[src/design/tcpq_pkg.sv]
// shared types and defaults for the two-class priority queue
// used by tcpq_cell, tcpq_fcell and two_class_priority_queue; no dependencies
package tcpq_pkg;

	localparam int DEF_QUEUE_DEPTH = 16;
	localparam int DEF_TICKET_BITS = 10;

	typedef enum logic [1:0] {
		ST_INSERTED = 2'd0,
		ST_FULL     = 2'd1,
		ST_REMOVED  = 2'd2,
		ST_EMPTY    = 2'd3
	} tcpq_status_t;

	typedef enum logic {
		ACT_INSERT = 1'b0,
		ACT_REMOVE = 1'b1
	} tcpq_action_t;

	// broadcast control for the main chain
	typedef struct packed {
		logic ins;
		logic rem;
		logic any_flag;
	} tcpq_ctl_t;

	// broadcast control for the priority-ticket chain
	typedef struct packed {
		logic ins;
		logic rem;
	} tcpq_fctl_t;

endpackage

[src/design/tcpq_cell.sv]
// one position of the main queue chain: ticket, flag and count of flagged entries ahead
// depends on tcpq_pkg
module tcpq_cell import tcpq_pkg::*; #(
	parameter int TICKET_BITS = DEF_TICKET_BITS,
	parameter int CW          = 5,
	parameter int INDEX       = 0
) (
	input  logic                   clk,
	input  tcpq_ctl_t              ctl,
	input  logic [CW-1:0]          count,
	input  logic [TICKET_BITS-1:0] in_ticket,
	input  logic                   in_prio,
	input  logic                   prev_flag,
	input  logic [CW-1:0]          prev_pc,
	input  logic [TICKET_BITS-1:0] next_ticket,
	input  logic                   next_flag,
	input  logic [CW-1:0]          next_pc,
	output logic [TICKET_BITS-1:0] ticket,
	output logic                   flag,
	output logic [CW-1:0]          pc
);

	logic [TICKET_BITS-1:0] ticket_q;
	logic                   flag_q;
	logic [CW-1:0]          pc_q;
	logic                   at_tail;
	logic                   shift;

	assign at_tail = (count == CW'(INDEX));
	// cells ahead of the first flagged entry hold still, the rest move up
	assign shift   = !ctl.any_flag || (pc_q != '0) || flag_q;

	always_ff @(posedge clk) begin
		if (ctl.ins && at_tail) begin
			ticket_q <= in_ticket;
			flag_q   <= in_prio;
			pc_q     <= prev_pc + CW'(prev_flag);
		end else if (ctl.rem && shift) begin
			ticket_q <= next_ticket;
			flag_q   <= next_flag;
			pc_q     <= next_pc - CW'(ctl.any_flag);
		end
	end

	assign ticket = ticket_q;
	assign flag   = flag_q;
	assign pc     = pc_q;

endmodule

[src/design/tcpq_fcell.sv]
// one position of the priority-ticket chain, a shifting fifo of flagged tickets
// depends on tcpq_pkg
module tcpq_fcell import tcpq_pkg::*; #(
	parameter int TICKET_BITS = DEF_TICKET_BITS,
	parameter int CW          = 5,
	parameter int INDEX       = 0
) (
	input  logic                   clk,
	input  tcpq_fctl_t             ctl,
	input  logic [CW-1:0]          fcount,
	input  logic [TICKET_BITS-1:0] in_ticket,
	input  logic [TICKET_BITS-1:0] next_ticket,
	output logic [TICKET_BITS-1:0] ticket
);

	logic [TICKET_BITS-1:0] ticket_q;

	always_ff @(posedge clk) begin
		if (ctl.ins && (fcount == CW'(INDEX))) begin
			ticket_q <= in_ticket;
		end else if (ctl.rem) begin
			ticket_q <= next_ticket;
		end
	end

	assign ticket = ticket_q;

endmodule

[src/design/two_class_priority_queue.sv]
// two-class priority queue: top level with counters, cell chains and result register
// depends on tcpq_pkg, tcpq_cell, tcpq_fcell
// a result is registered and valid in the cycle after its input transfer
// throughput: one item per cycle while in_ready is high; each insert or remove is applied
//   at once because each cell decides locally from its own flagged-ahead count and its neighbors
// reset: arst_n clears the entry counts and the result valid; the cell store has no
//   reset and no clearing pass, only cells below the count are ever read
module two_class_priority_queue import tcpq_pkg::*; #(
	parameter int QUEUE_DEPTH = DEF_QUEUE_DEPTH,
	parameter int TICKET_BITS = DEF_TICKET_BITS,
	localparam int CW         = $clog2(QUEUE_DEPTH + 1)
) (
	input  logic                   clk,
	input  logic                   arst_n,
	// input channel
	input  logic                   in_valid,
	output logic                   in_ready,
	input  logic                   action,
	input  logic [TICKET_BITS-1:0] ticket,
	input  logic                   priority_req,
	// result channel
	output logic                   out_valid,
	input  logic                   out_ready,
	output logic [1:0]             status,
	output logic [TICKET_BITS-1:0] served_ticket,
	output logic                   served_priority,
	output logic [CW-1:0]          occupancy,
	output logic                   is_empty,
	output logic                   is_full
);

	// fill state of the whole queue and of the flagged-ticket fifo
	logic [CW-1:0] count_q;
	logic [CW-1:0] fcount_q;

	// result register
	logic                   out_valid_q;
	tcpq_status_t           status_q;
	logic [TICKET_BITS-1:0] served_ticket_q;
	logic                   served_priority_q;
	logic [CW-1:0]          occupancy_q;
	logic                   is_empty_q;
	logic                   is_full_q;

	// cell outputs
	logic [TICKET_BITS-1:0] c_ticket [QUEUE_DEPTH];
	logic                   c_flag   [QUEUE_DEPTH];
	logic [CW-1:0]          c_pc     [QUEUE_DEPTH];
	logic [TICKET_BITS-1:0] f_ticket [QUEUE_DEPTH];

	logic          in_xfer;
	logic          q_full;
	logic          q_empty;
	logic          any_flag;
	logic          do_ins;
	logic          do_rem;
	tcpq_ctl_t     ctl;
	tcpq_fctl_t    fctl;
	logic [CW-1:0] count_next;

	// the result register frees up in the same cycle it is taken
	assign in_ready = !out_valid_q || out_ready;
	assign in_xfer  = in_valid && in_ready;

	assign q_full   = (count_q == CW'(QUEUE_DEPTH));
	assign q_empty  = (count_q == '0);
	// a nonempty flagged fifo means some held entry carries the priority flag
	assign any_flag = (fcount_q != '0);

	assign do_ins = in_xfer && (action == ACT_INSERT) && !q_full;
	assign do_rem = in_xfer && (action == ACT_REMOVE) && !q_empty;

	assign ctl.ins      = do_ins;
	assign ctl.rem      = do_rem;
	assign ctl.any_flag = any_flag;

	assign fctl.ins = do_ins && priority_req;
	assign fctl.rem = do_rem && any_flag;

	always_comb begin
		count_next = count_q;
		if (do_ins) begin
			count_next = count_q + CW'(1);
		end else if (do_rem) begin
			count_next = count_q - CW'(1);
		end
	end

	// main chain: cell 0 is the head, insert lands at the cell equal to the count,
	// remove pulls every cell from the served one onward up by one place
	for (genvar i = 0; i < QUEUE_DEPTH; i++) begin : g_cell
		logic                   prev_flag;
		logic [CW-1:0]          prev_pc;
		logic [TICKET_BITS-1:0] next_ticket;
		logic                   next_flag;
		logic [CW-1:0]          next_pc;
		logic [TICKET_BITS-1:0] fnext_ticket;

		if (i == 0) begin : g_first
			assign prev_flag = 1'b0;
			assign prev_pc   = '0;
		end else begin : g_mid
			assign prev_flag = c_flag[i-1];
			assign prev_pc   = c_pc[i-1];
		end

		if (i == QUEUE_DEPTH - 1) begin : g_last
			assign next_ticket  = '0;
			assign next_flag    = 1'b0;
			assign next_pc      = '0;
			assign fnext_ticket = '0;
		end else begin : g_inner
			assign next_ticket  = c_ticket[i+1];
			assign next_flag    = c_flag[i+1];
			assign next_pc      = c_pc[i+1];
			assign fnext_ticket = f_ticket[i+1];
		end

		tcpq_cell #(
			.TICKET_BITS (TICKET_BITS),
			.CW          (CW),
			.INDEX       (i)
		) u_cell (
			.clk         (clk),
			.ctl         (ctl),
			.count       (count_q),
			.in_ticket   (ticket),
			.in_prio     (priority_req),
			.prev_flag   (prev_flag),
			.prev_pc     (prev_pc),
			.next_ticket (next_ticket),
			.next_flag   (next_flag),
			.next_pc     (next_pc),
			.ticket      (c_ticket[i]),
			.flag        (c_flag[i]),
			.pc          (c_pc[i])
		);

		// flagged tickets in arrival order, head at cell 0
		tcpq_fcell #(
			.TICKET_BITS (TICKET_BITS),
			.CW          (CW),
			.INDEX       (i)
		) u_fcell (
			.clk         (clk),
			.ctl         (fctl),
			.fcount      (fcount_q),
			.in_ticket   (ticket),
			.next_ticket (fnext_ticket),
			.ticket      (f_ticket[i])
		);
	end

	// control counters
	always_ff @(posedge clk or negedge arst_n) begin
		if (!arst_n) begin
			count_q  <= '0;
			fcount_q <= '0;
		end else begin
			count_q <= count_next;
			if (fctl.ins) begin
				fcount_q <= fcount_q + CW'(1);
			end else if (fctl.rem) begin
				fcount_q <= fcount_q - CW'(1);
			end
		end
	end

	always_ff @(posedge clk or negedge arst_n) begin
		if (!arst_n) begin
			out_valid_q <= 1'b0;
		end else if (in_xfer) begin
			out_valid_q <= 1'b1;
		end else if (out_ready) begin
			out_valid_q <= 1'b0;
		end
	end

	// result payload, loaded on every input transfer
	always_ff @(posedge clk) begin
		if (in_xfer) begin
			served_ticket_q   <= '0;
			served_priority_q <= 1'b0;
			if (action == ACT_INSERT) begin
				status_q <= q_full ? ST_FULL : ST_INSERTED;
			end else if (q_empty) begin
				status_q <= ST_EMPTY;
			end else begin
				status_q <= ST_REMOVED;
				// oldest flagged entry first, else the head
				if (any_flag) begin
					served_ticket_q   <= f_ticket[0];
					served_priority_q <= 1'b1;
				end else begin
					served_ticket_q   <= c_ticket[0];
				end
			end
			occupancy_q <= count_next;
			is_empty_q  <= (count_next == '0);
			is_full_q   <= (count_next == CW'(QUEUE_DEPTH));
		end
	end

	assign out_valid       = out_valid_q;
	assign status          = status_q;
	assign served_ticket   = served_ticket_q;
	assign served_priority = served_priority_q;
	assign occupancy       = occupancy_q;
	assign is_empty        = is_empty_q;
	assign is_full         = is_full_q;

endmodule
[config.mk]
export PLATFORM = sky130hd
export DESIGN_NAME = two_class_priority_queue
export DESIGN_NICKNAME = d
export VERILOG_FILES = /design/src/design/tcpq_pkg.sv /design/src/design/tcpq_cell.sv /design/src/design/tcpq_fcell.sv /design/src/design/two_class_priority_queue.sv
export SDC_FILE = /design/constraint.sdc
export NUM_CORES = 1
export LEC_CHECK = 0
export ABC_AREA = 1
export BUFFER_PORTS_ARGS = -buffer_cell sky130_fd_sc_hd__buf_4
export CAP_MARGIN = 20
export CORE_MARGIN = 4
export CORE_UTILIZATION = 25
export CTS_CLUSTER_SIZE = 25
export DETAILED_ROUTE_END_ITERATION = 8
export MAX_ROUTING_LAYER = met4
export PLACE_DENSITY_LB_ADDON = 0.3
export SLEW_MARGIN = 30
export SYNTH_ARGS = -nofsm -noshare
export SYNTH_HDL_FRONTEND = slang
export SYNTH_SLANG_ARGS = --single-unit
[constraint.sdc]
create_clock -name clk -period 3.7 [get_ports clk]
set_input_delay 0.185 -clock clk [delete_from_list [all_inputs] [get_ports clk]]
set_output_delay 0.185 -clock clk [all_outputs]
set_load 0.02 [all_outputs]
### Yosys cells after proc, flatten, opt, wreduce, memory -nomap -nowiden

Index checks and enable logic that the tools add are counted.

| storage, ports and cells | value |
|---|---|
| register bits | 447 |
| bits of input ports | 16 |
| output and inout port bits | 22 |
| word-level logic and storage cells | 425 |

| cells by class | value |
|---|---|
| add/subtract/negate cells | 35 |
| equality and inequality tests | 32 |
| muxes and demuxes | 137 |
| bitwise operators | 1 |
| reductions and logical operators | 147 |

Operators by type and width:

| cell | count |
|---|---|
| 2-to-1 mux 10 bit | 65 |
| 2-to-1 mux 5 bit | 34 |
| nonzero test 5 bit | 17 |
| == test 5 x 4 -> 1 bit, second input constant | 16 |
| adder 5 x 1 -> 5 bit | 15 |
| subtractor 5 x 1 -> 5 bit | 15 |
| nonzero test 2 bit | 34 |
| logical AND 1 bit | 55 |
| == test 5 x 3 -> 1 bit, second input constant | 8 |
| 2-to-1 mux 1 bit | 37 |
| logical OR 1 bit | 33 |
| == test 5 x 2 -> 1 bit, second input constant | 4 |
| logical NOT 5 bit | 3 |
| adder 5 x 1 -> 5 bit, second input constant | 2 |
| == test 5 x 1 -> 1 bit, second input constant | 2 |
| == test 5 bit, second input constant | 2 |
| subtractor 5 x 1 -> 5 bit, second input constant | 2 |
| logical NOT 1 bit | 4 |
| 2-to-1 mux 2 bit | 1 |
| OR reduction 2 bit | 1 |
| subtractor 1 x 1 -> 2 bit, first input constant | 1 |
| NOT 1 bit | 1 |

### Logic depth before layout (Yosys ltp)

| depth | value |
|---|---|
| word-level depth | 8 |
| mapped depth | 13 |
| depth with buffers taken out | 13 |

### Hierarchy

From an unflattened synthesis, not the netlist that was laid out.

| second synthesis, totals | value |
|---|---|
| cell total of the unflattened synthesis | 2846 |
| area, all modules | 24943.9 um^2 |

Modules (own cells, without submodules):

| module | instances | cells an instance | area each (um^2) | sequential area each (um^2) |
|---|---|---|---|---|
| tcpq_cell (g_cell[10].u_cell ...) | 5 | 113 | 935.9 | 480.5 |
| tcpq_fcell (g_cell[1].u_fcell ...) | 4 | 56 | 526.8 | 300.3 |
| tcpq_fcell (g_cell[10].u_fcell ...) | 4 | 53 | 511.7 | 300.3 |
| tcpq_fcell (g_cell[11].u_fcell ...) | 4 | 54 | 508.0 | 300.3 |
| tcpq_cell (g_cell[11].u_cell ...) | 2 | 115 | 959.7 | 480.5 |
| tcpq_cell (g_cell[13].u_cell ...) | 2 | 114 | 949.7 | 480.5 |
| tcpq_cell (g_cell[1].u_cell ...) | 2 | 113 | 948.4 | 480.5 |
| tcpq_cell (g_cell[4].u_cell ...) | 2 | 112 | 932.1 | 480.5 |
| two_class_priority_queue | 1 | 174 | 1627.8 | 875.8 |
| tcpq_fcell (g_cell[12].u_fcell ...) | 2 | 52 | 513.0 | 300.3 |
| tcpq_cell (g_cell[12].u_cell) | 1 | 115 | 958.4 | 480.5 |
| tcpq_cell (g_cell[15].u_cell) | 1 | 114 | 955.9 | 480.5 |
| tcpq_cell (g_cell[0].u_cell) | 1 | 112 | 934.6 | 480.5 |
| tcpq_fcell (g_cell[0].u_fcell) | 1 | 51 | 511.7 | 300.3 |
| tcpq_fcell (g_cell[15].u_fcell) | 1 | 51 | 484.2 | 300.3 |

### Least setup slack after synthesis

Ideal clock, no wire load.

| path | value |
|---|---|
| path kind | flip-flop to flip-flop |
| from | register out_valid_q, in the netlist out_valid |
| to | register g_cell[15].u_cell.flag_q (enable) |
| arrival | 2916 ps |
| required time | 3289 ps |
| setup slack | 372 ps |
| stages on the path, launching flop included | 5 |
| path through | dfrtp_1 > a21oi_2 > nand3_2 > clkbuf_1 > o21ai_0 |

| on the way | value |
|---|---|
| word-level cells in the longest chain between the ends | 7 |
| elaborated cells on any way between the ends | 10 |
| those cells by class | 10 x reduce/logical |

RTL lines:

| item | line | source |
|---|---|---|
| from (decl) | two_class_priority_queue.sv:37 | `logic out_valid_q;` |
| from (signal assigned) | two_class_priority_queue.sv:171 | `out_valid_q <= 1'b0;` |
| from (signal assigned) | two_class_priority_queue.sv:173 | `out_valid_q <= 1'b1;` |
| from (signal assigned) | two_class_priority_queue.sv:175 | `out_valid_q <= 1'b0;` |
| logical NOT 1 bit (*) | two_class_priority_queue.sv:62 | `assign in_ready = !out_valid_q \|\| out_ready;` |
| logical OR 1 bit (*) | two_class_priority_queue.sv:62 |  |
| logical AND 1 bit (*) | two_class_priority_queue.sv:63 | `assign in_xfer = in_valid && in_ready;` |
| named net in_xfer | two_class_priority_queue.sv:51 | `logic in_xfer;` |
| logical AND 1 bit, on equally long branches (2 in series) | two_class_priority_queue.sv:71, two_class_priority_queue.sv:70 |  |
| logical AND 1 bit, on equally long branches | tcpq_cell.sv:38, tcpq_cell.sv:34 |  |
| nonzero test 2 bit (no line) (*) | - |  |
| to (signal assigned) | tcpq_cell.sv:36 | `flag_q <= in_prio;` |
| to (signal assigned) | tcpq_cell.sv:40 | `flag_q <= next_flag;` |
| to (decl) | tcpq_cell.sv:24 | `logic flag_q;` |

Mark *: on every way through the listed nets, which the timed path passes. The rest lies on a longest branch.
A chain may end at the register's enable or synchronous reset.

### Final worst setup path

| path | value |
|---|---|
| from | register count_q[0] |
| to | register g_cell[15].u_cell.ticket_q[7] (enable) |

| on the way | value |
|---|---|
| word-level cells in the longest chain between the ends | 5 |
| elaborated cells on any way between the ends | 10 |
| those cells by class | 2 x eq/ne; 8 x reduce/logical |

RTL lines:

| item | line | source |
|---|---|---|
| from (decl) | two_class_priority_queue.sv:33 | `logic [CW-1:0] count_q;` |
| from (signal assigned) | two_class_priority_queue.sv:160 | `count_q <= count_next;` |
| == test 5 bit / logical NOT 5 bit (equally long branches) | two_class_priority_queue.sv:65, two_class_priority_queue.sv:66 |  |
| logical NOT 1 bit, on equally long branches | two_class_priority_queue.sv:70, two_class_priority_queue.sv:71 |  |
| logical AND 1 bit, on equally long branches | two_class_priority_queue.sv:70, two_class_priority_queue.sv:71 |  |
| logical AND 1 bit, on equally long branches | tcpq_cell.sv:34, tcpq_cell.sv:38 |  |
| nonzero test 2 bit (no line) (*) | - |  |
| to (signal assigned) | tcpq_cell.sv:35 | `ticket_q <= in_ticket;` |
| to (signal assigned) | tcpq_cell.sv:39 | `ticket_q <= next_ticket;` |
| to (decl) | tcpq_cell.sv:23 | `logic [TICKET_BITS-1:0] ticket_q;` |

Mark *: on every way between the ends. The rest lies on a longest branch, timed or not.

==> results_dict.tcl <==
set metrics [dict create \
    timing_worst_slew_pin_value_ns 0.872 \
    worst_hold_path_type "in2async" \
    synthesis.yosys.warnings 0 \
    power_report.internal_total_w 0.0101 \
    outcome "complete, no violations" \
    weighted_congestion_reported_at_the_end_of_routability_driven_placement 0.792 \
    synth_cell_types 39 \
    pwr-share-comb_pct 17.4 \
    drt_wl_total_um 46700 \
    synthesis.nets 2053 \
    finalHoldViolations 0 \
    first_global_vias 13800 \
    top_level_ports 38 \
    layout-area-overhead-vs-synth_pct 14.8 \
    die-height_um 298 \
    grt_max_degree 34 \
    globalRoute.totalOverflow 0 \
    crit_path_max_fanout 15 \
    final.fill_count 8655 \
    critPathLaunchType "flop" \
    post_synthesis_share_of_cell_area_spent_on_xor_and_xnor_gates_pct 3.54 \
    critical_path_class "reg2reg" \
    timing.critical_path.mode_cell "sky130_fd_sc_hd__inv_1" \
    required_time_reported_for_the_critical_path_endpoint_ns 3.97 \
    clkTransAtPathRegs_ns 0.06 \
    share_seq_of_total_power_pct 48.5 \
    p_per_area_nw_per_um2 583 \
    drt_drc_violations_left 0 \
    initial_core_util_pct 25.2 \
    critPathSlowestCell "sky130_fd_sc_hd__nor2_1" \
    cts.sink_count 447 \
    postRouteAntennaNets 0 \
    number_of_gates_resized_after_cts 0 \
    vdd.ir_drop.worst_v 0.000328 \
    netlist_instances 1965 \
    post-place-cells 3012 \
    critical_path.max_stage_delay_ns 0.66 \
    fp.dieW_um 298 \
    synth_seq_area_share_pct 63.3 \
    synth_area_um2 21000 \
    layout.cells.most_common "sky130_fd_sc_hd__nand2_1" \
    placement.io_buffers 37 \
    dr.first_iter.drc_count 785 \
    cp-end-kind "flop" \
    post_synth_and_or_nand_nor_area_fraction_pct 13.8 \
    synth-compound-area-share_pct 10.5 \
    synthDominantCellAreaShare_pct 61.5 \
    cts_root_buf "sky130_fd_sc_hd__clkbuf_16" \
    post-synth-top-area-cell "sky130_fd_sc_hd__edfxtp_1" \
    critical_path.cell_chain "inv_1 -> ha_1 -> nand2_1 -> inv_1 -> nand2_1 -> nand3_2 -> nor2_1 -> inv_1 -> o21ai_1 -> buf_4" \
    placedInstanceArea_um2 22600 \
    insertedDiodeCount 0 \
    final_layout_net_count 2074 \
    cts_tree "built" \
    whs_ns 0.0439 \
    die_area_um2 88900 \
    synth_adder_area_share_pct 4.28 \
    yosys-mux-area-fraction_pct 0.321 \
    row_count 106 \
    clock_skew_ns 0.0298 \
    syn_area_per_cell_um2 10.7 \
    power_switching_w 0.00402 \
    fin_crit_sh_pct 87.2 \
    critPathTopFamily "simple AND/OR/NAND/NOR gates" \
    synth_top_cells_by_area "sky130_fd_sc_hd__edfxtp_1, sky130_fd_sc_hd__nand2_1, sky130_fd_sc_hd__o21ai_0" \
    share_of_total_power_consumed_by_net_switching_pct 28.5 \
    first_pass_grt_wire_length_um 74700 \
    clock_power_share_pct 34.0 \
    final_design_area_no_fill_um2 24200 \
    groute.usage.overall_pct 10.7 \
    layout.cells.non_filler 3106 \
    worstPathArrival_ns 3.50 \
    maxCapViolCount 0 \
    antenna_violations_before_repair 0 \
    relSlewSlack_pct 41.8 \
    core_area_um2 83600 \
    period_minus_slack_ns 3.23 \
    layout_common_cells "sky130_fd_sc_hd__nand2_1, sky130_fd_sc_hd__edfxtp_1, sky130_fd_sc_hd__o21ai_0" \
    number_of_buffers_created_by_cts 48 \
    report.final.setup_viol 0 \
    first_pass_iters 5 \
    synth_top_family_by_area "simple AND/OR/NAND/NOR gates" \
    post_route_cells_drive_above_1_share_pct 10.1 \
    synth_seq_cells 447 \
    rsz_0062_raised_after_global_routing "no" \
    maxSlewViolCount 0 \
    route.detailed.vias_per_inst 4.46 \
    power_w 0.0141 \
    dr_total_vias 13800 \
    max_freq_mhz 310 \
    critical_path.n_buffers_inverters 4 \
    dp_hpwl_um 31200 \
    leakage_nw 9.31 \
    htree_levels 2 \
    avgRoutedWirePerCell_um 15.1 \
    cts_buffer_depth 3 \
    clock_insertion_delay_worst_skew_ns 0.60 \
    fin_tns_setup_ns 0 \
]
[final timing paths]
kind / startpoint / end / slack, ns / cells past startpoint
hold / removal: arst_n / count_q[2] / 0.04 / 2
hold reg to reg: g_cell[13].u_fcell.ticket[2] / g_cell[12].u_fcell.ticket[2] / 0.51 / 2
min in group clk: priority_req / fcount_q[4] / 0.12 / 3
setup / recovery: count_q[0] / g_cell[15].u_cell.ticket[7] / 0.47 / 10
setup reg to reg: count_q[0] / g_cell[15].u_cell.ticket[7] / 0.47 / 10
max in group asynchronous: arst_n / count_q[1] / 3.47 / 2
[routing by layer]
| metal | up-vias | global-route usage (%) | routed length [um] |
|---|---|---|---|
| li1 | 6872 | - | - |
| met1 | 6706 | 14.0 | 22100 |
| met2 | 198 | 17.3 | 21900 |
| met3 | 62 | 1.87 | 1860 |
| met4 | 0 | 2.94 | 852 |
| met5 | - | - | 0 |
[cells in the mapped netlist, drive strengths merged]
library cell  number
xnor2             31
mux2               6
nand3             68
o221ai             2
dfxtp              5
clkinv             1
nor2             123
ha                72
dfrtp             11
o22ai              1
inv               94
a211oi             2
nor4              15
o31ai              5
nand2            483
o21ai            371
a21oi             44
a31oi              2
nand4              7
nor3              10
xor2              54
edfxtp           431
clkbuf            86
buf               41
[power groups by stage]
stage	clock network, W	registers [W]	logic (W)
3_3_place_gp	0	0.00693	0.00244
3_5_place_dp	0	0.00694	0.00248
6_report	0.00480	0.00684	0.00245
2_1_floorplan	0	0.00683	0.00176
4_1_cts	0.00494	0.00684	0.00250
5_1_grt	0.00513	0.00691	0.00283
[per-stage QoR]
stage / worst slack [ns] / util (%)
floorplan: 0.372 / -
global placement: 0.611 / 27.0
detailed placement: 0.481 / 27.0
CTS: 0.460 / 28.9
global route: 0.204 / 28.9
finish: 0.472 / 28.9
[final cells by class]
class	instances	area [um^2]	area share [%]
multi-input cells	1296	6820	28.2
well taps	1080	1350	5.59
clock inverters	35	343	1.42
repair buffers	98	746	3.09
clock buffers	55	1230	5.08
flip-flops and latches	447	13300	55.1
inverters	95	357	1.48
[logic make-up after synthesis]
| logic type | after synthesis |
|---|---|
| XOR/XNOR | 85 |
| multiplexers | 6 |
| flip-flops | 447 |
| AO/OA/AOI/OAI | 427 |
| adder cells (fa/ha/maj) | 72 |
| AND/OR/NAND/NOR | 706 |
| buffers and inverters | 222 |
[repair_timing]
| action | 4_1_cts | 5_1_grt |
|---|---|---|
| buffers inserted | 0 | 0 |
| hold buffers | 4 | 0 |
| hold endpoints to repair | 13 | 0 |
[registers in the layout (all words and copies together), names as in the netlist]
name	flops
count_q	5
fcount_q	5
g_cell.u_cell.flag	16
g_cell.u_cell.pc	80
g_cell.u_cell.ticket	160
g_cell.u_fcell.ticket	160
is_empty	1
is_full	1
occupancy	5
out_valid	1
served_priority	1
served_ticket	10
status	2
No activity file was read; power rests on OpenSTA's default activity.
